==> src/design/ahss_pkg.sv <==
package ahss_pkg;

   localparam int unsigned DEF_MAX_PARTIALS      = 16;
   localparam int unsigned DEF_CORDIC_ITERATIONS = 24;
   localparam int unsigned DEF_PHASE_BITS        = 32;

   localparam int unsigned SAMPLE_W   = 34;
   localparam int unsigned CSR_INDEX_W = 2;
   localparam int unsigned CSR_DATA_W  = 32;
   localparam int unsigned COUNT_W     = 5;
   localparam int unsigned PART_W      = 5;
   localparam int unsigned STEP_W      = 5;

   localparam logic [CSR_INDEX_W-1:0] REG_BASE_INCREMENT = 2'd0;
   localparam logic [CSR_INDEX_W-1:0] REG_HARMONIC_MODE  = 2'd1;
   localparam logic [CSR_INDEX_W-1:0] REG_PARTIAL_COUNT  = 2'd2;

   localparam logic [31:0] RST_BASE_INCREMENT = 32'd19685267;
   localparam logic [COUNT_W-1:0] RST_PARTIAL_COUNT = 5'd10;

   // datapath operations
   localparam logic [2:0] OP_NONE  = 3'd0;
   localparam logic [2:0] OP_START = 3'd1;
   localparam logic [2:0] OP_LOAD  = 3'd2;
   localparam logic [2:0] OP_ITER  = 3'd3;
   localparam logic [2:0] OP_ROUND = 3'd4;
   localparam logic [2:0] OP_MULT  = 3'd5;
   localparam logic [2:0] OP_ACC   = 3'd6;
   localparam logic [2:0] OP_EMIT  = 3'd7;

   typedef struct packed {
      logic [2:0]        op;
      logic              clear;
      logic [PART_W-1:0] part;
      logic [STEP_W-1:0] step;
   } cmd_type;

   // round(K * 2^40)
   localparam logic signed [43:0] CORDIC_X0 = 44'sd667681663043;

   function automatic logic [31:0] atan_turns(input logic [STEP_W-1:0] i);
      logic [31:0] v;
      case (i)
         5'd0:  v = 32'h20000000;
         5'd1:  v = 32'h12E4051E;
         5'd2:  v = 32'h09FB385B;
         5'd3:  v = 32'h051111D4;
         5'd4:  v = 32'h028B0D43;
         5'd5:  v = 32'h0145D7E1;
         5'd6:  v = 32'h00A2F61E;
         5'd7:  v = 32'h00517C55;
         5'd8:  v = 32'h0028BE53;
         5'd9:  v = 32'h00145F2F;
         5'd10: v = 32'h000A2F98;
         5'd11: v = 32'h000517CC;
         5'd12: v = 32'h00028BE6;
         5'd13: v = 32'h000145F3;
         5'd14: v = 32'h0000A2FA;
         5'd15: v = 32'h0000517D;
         5'd16: v = 32'h000028BE;
         5'd17: v = 32'h0000145F;
         5'd18: v = 32'h00000A30;
         5'd19: v = 32'h00000518;
         5'd20: v = 32'h0000028C;
         5'd21: v = 32'h00000146;
         5'd22: v = 32'h000000A3;
         5'd23: v = 32'h00000051;
         5'd24: v = 32'h00000029;
         5'd25: v = 32'h00000014;
         5'd26: v = 32'h0000000A;
         5'd27: v = 32'h00000005;
         5'd28: v = 32'h00000003;
         5'd29: v = 32'h00000001;
         5'd30: v = 32'h00000001;
         default: v = 32'h00000000;
      endcase
      return v;
   endfunction

endpackage

==> src/design/ahss_ctrl.sv <==
module ahss_ctrl
   import ahss_pkg::*;
#(
   parameter int unsigned MAX_PARTIALS      = DEF_MAX_PARTIALS,
   parameter int unsigned CORDIC_ITERATIONS = DEF_CORDIC_ITERATIONS
) (
   input  logic               clock,
   input  logic               reset,
   input  logic               req_valid,
   output logic               req_ready,
   input  logic               req_clear_phases,
   output logic               rsp_valid,
   input  logic               rsp_ready,
   input  logic [COUNT_W-1:0] partial_count,
   output cmd_type            cmd
);

   localparam logic [2:0] ST_IDLE  = 3'd0;
   localparam logic [2:0] ST_LOAD  = 3'd1;
   localparam logic [2:0] ST_ITER  = 3'd2;
   localparam logic [2:0] ST_ROUND = 3'd3;
   localparam logic [2:0] ST_MULT  = 3'd4;
   localparam logic [2:0] ST_ACC   = 3'd5;
   localparam logic [2:0] ST_FIN   = 3'd6;

   localparam logic [5:0] MAX_N = 6'(MAX_PARTIALS);
   localparam logic [STEP_W-1:0] LAST_STEP = STEP_W'(CORDIC_ITERATIONS - 1);

   logic [2:0]        state_ff, state_in;
   logic [PART_W-1:0] part_ff, part_in;
   logic [STEP_W-1:0] step_ff, step_in;
   logic              rsp_valid_ff, rsp_valid_in;
   logic [5:0]        n_parts;
   logic              accept;

   assign n_parts   = ({1'b0, partial_count} > MAX_N) ? MAX_N : {1'b0, partial_count};
   assign req_ready = (state_ff == ST_IDLE);
   assign accept    = req_valid && req_ready;
   assign rsp_valid = rsp_valid_ff;

   always_comb begin
      state_in     = state_ff;
      part_in      = part_ff;
      step_in      = step_ff;
      rsp_valid_in = rsp_valid_ff && !rsp_ready;
      cmd          = '{op: OP_NONE, clear: req_clear_phases, part: part_ff, step: step_ff};
      case (state_ff)
         ST_IDLE: begin
            if (accept) begin
               cmd.op  = OP_START;
               part_in = '0;
               state_in = (n_parts == 6'd0) ? ST_FIN : ST_LOAD;
            end
         end
         ST_LOAD: begin
            cmd.op   = OP_LOAD;
            step_in  = '0;
            state_in = ST_ITER;
         end
         ST_ITER: begin
            cmd.op = OP_ITER;
            if (step_ff == LAST_STEP) begin
               state_in = ST_ROUND;
            end else begin
               step_in = step_ff + 1'b1;
            end
         end
         ST_ROUND: begin
            cmd.op   = OP_ROUND;
            state_in = ST_MULT;
         end
         ST_MULT: begin
            cmd.op   = OP_MULT;
            state_in = ST_ACC;
         end
         ST_ACC: begin
            cmd.op = OP_ACC;
            if ({1'b0, part_ff} == n_parts - 6'd1) begin
               state_in = ST_FIN;
            end else begin
               part_in  = part_ff + 1'b1;
               state_in = ST_LOAD;
            end
         end
         ST_FIN: begin
            // hold until the output register is free
            if (!rsp_valid_ff || rsp_ready) begin
               cmd.op       = OP_EMIT;
               rsp_valid_in = 1'b1;
               state_in     = ST_IDLE;
            end
         end
         default: begin
            state_in = ST_IDLE;
         end
      endcase
   end

   always_ff @(posedge clock) begin
      if (reset) begin
         state_ff     <= ST_IDLE;
         part_ff      <= '0;
         step_ff      <= '0;
         rsp_valid_ff <= 1'b0;
      end else begin
         state_ff     <= state_in;
         part_ff      <= part_in;
         step_ff      <= step_in;
         rsp_valid_ff <= rsp_valid_in;
      end
   end

endmodule

==> config.mk <==
export PLATFORM = sky130hd
export DESIGN_NAME = ahss_ctrl
export DESIGN_NICKNAME = d
export VERILOG_FILES = /design/src/design/ahss_pkg.sv /design/src/design/ahss_ctrl.sv
export SDC_FILE = /design/constraint.sdc
export NUM_CORES = 1
export LEC_CHECK = 0
export BUFFER_PORTS_ARGS = -buffer_cell sky130_fd_sc_hd__buf_2
export CAP_MARGIN = 10
export CORE_MARGIN = 4
export CORE_UTILIZATION = 45
export DETAILED_ROUTE_END_ITERATION = 8
export PLACE_DENSITY_LB_ADDON = 0.25
export SETUP_SLACK_MARGIN = 0.05
export SLEW_MARGIN = 20
export SYNTH_ARGS = -nofsm -noshare
export SYNTH_HDL_FRONTEND = slang
export SYNTH_SLANG_ARGS = --single-unit
export TNS_END_PERCENT = 50
==> constraint.sdc <==
create_clock -name clock -period 2.8 [get_ports clock]
set_input_delay 0.28 -clock clock [delete_from_list [all_inputs] [get_ports clock]]
set_output_delay 0.28 -clock clock [all_outputs]
set_load 0.02 [all_outputs]
==> results by group, run 1 <==
Yosys
  – EDFF count, synth: 0
  – Syn_nets: roughly 140
  – Post-synthesis cell type count: 37
  – Post-synth top cells: dfxtp_1, a21oi_1, nor2_1
  – Ys async rst share: 0%
  – Yosys top cell area share: 28.4%
  – Mapped Area: 987 um2
  – Count leader, synth: dfxtp_1
  – Most common flop cell mapped by yosys: dfxtp_1
  – Yosys reg bits: 14
  – Post-synth top area cell: dfxtp_1
  – Yosys warns: 0
  – Area contributors post-synth: dfxtp_1, a21oi_1, o21ai_0
  – Seq/Total Area, Yosys: 28.4%
  – Cells after Synth: roughly 120
  – Avg Cell Area, Syn: about 8 um2

Power
  – P_int: 356 uW
  – Clock power frac: 26.0%
  – Register share of total power: roughly 42%
  – Psw: 194 uW
  – PD cells: approximately 480 nW/um2
  – Gate power share: 31.9%
  – Switching part of the total: 35.3%
  – Tot Pwr: around 550 uW
  – Leakage power: 0.000468 uW
  – Max VDD drop: 436 uV

Finish
  – ANT cells: 0
  – Layout cells sized above 1: about 22%
  – # nets final: 158
  – Post-synthesis to final-layout area growth: 15.7%

Timing
  – Final period utilization: between 60 and 70%
  – Setup TNS: 0 ns
  – Setup-failing EPs final: 0
  – Slew headroom: 60.3%
  – Worst-margin pin slew: between 0.5 and 0.6 ns
  – Tmin final: 1.83 ns
  – Final Hold Viols: 0
  – Fin. max-slew vios: 0
  – RSZ-0062 raised after global routing: no
  – F_max: between 0.5 and 0.6 GHz
  – Layout Skew: 0.00456 ns

Floorplanning
  – Vert. Die Dim: 54.8 um
  – Cell row count: 16
  – Core ar.: 2020 um2
  – Die footprint: 3010 um2
  – I/O Pins: 26
  – Starting Density: 48.8%
  – DIE WIDTH: 54.8 um

Clock network
  – TritonCTS buffer count: 3
  – Worst skew pair latency: ~0.28 ns
  – CTS sink cnt: 14
  – Clock root buffer: clkbuf_4
  – CTS tree: done
  – Clk buf depth: 2
  – # H-tree levels: 1
  – Reg clk slew, reported paths: about 0.080 ns
  – Hold Buf Count CTS: 0
  – Post-CTS setup buffer count: 0
  – CTS resizes: 0

Routing
  – WL final: 2.20 mm
  – Via count: 981
  – Avg WL per Cell: between 10 and 15 um
  – Drt first-iter violations: 13
  – Pre-Repair DR Iteration Count: 4
  – Post-DRT Antenna Nets: 0
  – Drc violations: 0
  – DR vias/cell: 5.74

Worst setup path
  – R2r setup slk: 1.03 ns
  – Slowest-stage cell, CP: nor3_4
  – Capturing point of the worst reg2reg path: part_ff[3]
  – Worst EP required: 3.01 ns
  – CP max stage delay: 0.36 ns
  – CP Launch Type: primary input
  – Critical Setup Path Class: primary input to flop
  – Worst path arrival time: between 2 and 2.5 ns
  – CP delay by family, top: simple AND/OR/NAND/NOR gates
  – Critical path buffers and inverters: 1
  – CP max FO: 10
  – Critical Path, Cell by Cell: buf_2 > nand2b_1 > ha_1 > xor2_1 > xnor2_1 > nand3_1 > nor3_4 > o21ai_0 > a21oi_1
  – Reg-to-reg startpoint: state_ff[0]
  – Setup crit end kind: flop
  – Worst r2r path cells: 5

Global routing
  – Vias in the first global route: roughly 860
  – First-pass GRT wire length: 3.65 mm
  – Initial antenna violation count: 0
  – Overflow after GRT: 0
  – Largest net degree at the start of global routing: 21
  – GRT Util Overall: 16.6%

Placement
  – Gpl congestion: 0.796
  – HPWL after DPL: 1.66 mm
  – PortBufs: 23

Run status
  – Status: finished clean

Worst hold path
  – Hold depth: 2
  – Worst min-delay path class: primary input to flop
  – Hold path endpoint: part_ff[1]
  – Worst Hold Launch: reset

Flow run
  – Max-cap check violation count: 0
[cells by family after synthesis]
kind of cell,after synthesis,share of synthesized area [%]
simple gates,52,30.8
compound gates,35,21.7
flops,14,28.4
xor+xnor,9,9.51
buf+inv,9,3.80
fa+ha+maj,3,3.80
mux,2,2.03
[layout by cell type (no fill, tap or decap), types with 4 or more instances in the layout]
cell,n
buf_2,23
dfxtp_1,14
a21oi_1,12
nor2_1,11
o21ai_0,9
nand2b_1,6
nand3_1,6
nor3_1,4
nor2b_1,4
nand2_1,4
nand4_1,4
xor2_1,4
[routing by layer]
layer | vias up | global-route usage, % | wire [um]
li1 | 498 | - | -
met3 | 4 | 6.27 | 124
met4 | 0 | 3.32 | 14
met2 | 28 | 25.0 | 989
met5 | - | 0 | 0
met1 | 451 | 22.4 | 1070
[state kept, by name, summed over array words and instances, names as in the netlist]
register and cells:
part_ff 5, step_ff 5, state_ff 3, rsp_valid 1
[layout make-up]
cell class / count / area [um2]
Clock buffer: 4 / 36.3
Fill cell: 213 / 880
Inverter: 2 / 7.51
Multi-Input combinational cell: 101 / 669
Sequential cell: 14 / 280
Tap cell: 27 / 33.8
Timing Repair Buffer: 23 / 115
[power groups by stage]
stage          logic, uW  registers, uW  clock network (uW)
6_report             175            232                 143
4_1_cts              175            231                 148
2_1_floorplan        147            219                   0
3_5_place_dp         173            236                   0
5_1_grt              197            234                 157
3_3_place_gp         171            234                   0
[worst max-delay path by stage]
stage / depth (start not counted) / from / slack [ns] / to
finish: 9 / partial_count[4] / 0.97 / part_ff[3]
global route: 9 / partial_count[4] / 0.81 / part_ff[3]
CTS: 9 / partial_count[4] / 0.97 / part_ff[3]
detailed placement: 9 / partial_count[4] / 0.70 / part_ff[3]
global placement: 9 / partial_count[4] / 0.73 / part_ff[2]
floorplan: 4 / state_ff[2] / 1.00 / cmd[11]
[per-stage QoR]
stage / utilization, % / instances / cell area [um2] / hold slack (ns) / worst slack [ns]
6_report: 56.5 / 171 / 1140 / 0.291 / 0.966
5_1_grt: 56.5 / 171 / 1140 / 0.289 / 0.810
4_1_cts: 56.5 / 171 / 1140 / 0.279 / 0.973
3_5_place_dp: 54.7 / 167 / 1110 / 0.518 / 0.700
3_3_place_gp: 54.7 / 167 / 1110 / 0.507 / 0.735
2_1_floorplan: - / 124 / 987 / 0.520 / 1.00
(Power assumes the default switching activity.)
==> run 2: changes to the inputs <==
Clock period 2.8 ns to 1.8 ns, I/O delays scaled along.
==> run 2 against run 1 <==
  * Final cell count grew 7.6%
  * Largest power group unchanged
  * Combinational power grew 90%
  * Core utilization grew 4.8 points
  * Hold slack lost 0.096 ns
  * Via count grew 3.1%
  * Critical endpoint is now part_ff[2]
==> results by group, run 2 (same netlist as run 1, synthesis figures left out) <==
Floorplanning
  – Die footprint: 3010 um2
  – Cell row count: 16
  – DIE WIDTH: 54.8 um
  – I/O Pins: 26
  – Starting Density: 48.8%
  – Core ar.: 2020 um2
  – Vert. Die Dim: 54.8 um

Routing
  – Via count: 1,011
  – DR vias/cell: 5.49
  – WL final: roughly 2.4 mm
  – Avg WL per Cell: 13.1 um
  – Pre-Repair DR Iteration Count: 4
  – Drc violations: 0
  – Post-DRT Antenna Nets: 0
  – Drt first-iter violations: 27

Timing
  – Layout Skew: 0.000663 ns
  – Slew headroom: about 72%
  – Worst-margin pin slew: 0.411 ns
  – Final Hold Viols: 0
  – Final period utilization: between 90% and 100%
  – Setup WS post-layout: 0.139 ns
  – F_max: roughly 0.6 GHz
  – Fin. max-slew vios: 0
  – RSZ-0062 raised after global routing: yes
  – Tmin final: roughly 1.7 ns
  – Setup-failing EPs final: 0

Power
  – PD cells: 730 nW/um2
  – Leakage power: between 0.0005 and 0.0006 uW
  – Max VDD drop: between 600 and 700 uV

Clock network
  – TritonCTS buffer count: 3
  – Clk buf depth: 2
  – CTS sink cnt: 14
  – Worst skew pair latency: 0.28 ns
  – Clock root buffer: clkbuf_4
  – Reg clk slew, reported paths: about 0.09 ns
  – Post-CTS setup buffer count: 0
  – Hold Buf Count CTS: 0
  – CTS tree: done
  – # H-tree levels: 1

Global routing
  – Initial antenna violation count: 0
  – GRT Util Overall: 18.7%
  – Largest net degree at the start of global routing: 17
  – Overflow after GRT: 0
  – Vias in the first global route: 938
  – First-pass GRT wire length: 4.16 mm

Worst setup path
  – Worst EP required: 1.98 ns
  – Worst path arrival time: 1.84 ns
  – Setup crit end kind: flop
  – Critical Setup Path Class: primary input to flop
  – CP max FO: 4
  – CP Launch Type: primary input

Placement
  – Inst Count DP: 180
  – Post-place setup slack: -0.148 ns
  – PortBufs: 23
  – Gpl congestion: 0.857
  – HPWL after DPL: roughly 1.9 mm

Finish
  – Post-synthesis to final-layout area growth: 25.6%
  – Layout cells sized above 1: between 20% and 30%
  – ANT cells: 0
  – Non-Filler Instances: 184
  – Largest registers in the final layout: part_ff (5), step_ff (5), state_ff (3)
  – Commonest non-fill, non-tap cell in the layout: buf_2
  – # nets final: 171
  – Commonest cells after routing, fill and taps aside: buf_2, dfxtp_1, buf_4, a21oi_1, nor2_1

Run status
  – Status: finished clean

Worst hold path
  – Worst min-delay path class: primary input to flop

Flow run
  – Max-cap check violation count: 0
run 2: changes by cell type in the layout (fill, tap and decap cells not counted), sizes merged:
cell | before | now
buf | 23 | 36
run 2: through the flow:
step	util, %	TNS, ns	total power, uW	hold slack, ns	area [um2]
5_1_grt	61.3	0	961	0.208	1240
2_1_floorplan	-	0	569	0.420	987
6_report	61.3	0	905	0.194	1240
3_3_place_gp	59.5	-0.258	666	0.360	1200
4_1_cts	61.3	0	909	0.182	1240
3_5_place_dp	59.5	-0.854	673	0.360	1200
run 2: final cells by class:
| type | instances | area (um2) |
|---|---|---|
| Fill cell | 199 | 782 |
| Inverter | 2 | 7.51 |
| Timing Repair Buffer | 36 | 213 |
| Sequential cell | 14 | 280 |
| Clock buffer | 4 | 36.3 |
| Tap cell | 27 | 33.8 |
| Multi-Input combinational cell | 101 | 669 |
run 2: what timing repair did:
action / CTS / global route
hold endpoints to repair: 0 / 0
gates resized for setup: 0 / 0
endpoints found under the setup margin: 0 / 7
run 2: power breakdown:
part	switching, uW	internal, uW
combinational	197	136
sequential	12.8	323
clock	113	123
total	323	582
run 2: critical path: stages:
cell,delay (ns)
buf_2,0.12
nand2b_1,0.16
ha_1,0.25
xor2_1,0.16
xnor2_1,0.18
nand3_1,0.16
o311ai_1,0.40
xor2_1,0.18
nor2_1,0.05
run 2: path summary, 6_finish.rpt:
| check | from | end | slack, ns | cells past startpoint |
|---|---|---|---|---|
| hold / removal | reset | step_ff[1] | 0.19 | 2 |
| setup / recovery | partial_count[4] | part_ff[2] | 0.14 | 9 |
| hold reg to reg | step_ff[1] | step_ff[1] | 0.55 | 2 |
| setup reg to reg | state_ff[1] | part_ff[3] | 0.17 | 5 |
run 2: metal layers:
metal / GRT usage (%) / wire length [um] / up-vias
met4: 5.39 / 25 / 0
met3: 3.54 / 149 / 4
met1: 26.0 / 1170 / 449
met2: 28.9 / 1070 / 32
met5: 0 / 0 / -
li1: - / - / 526
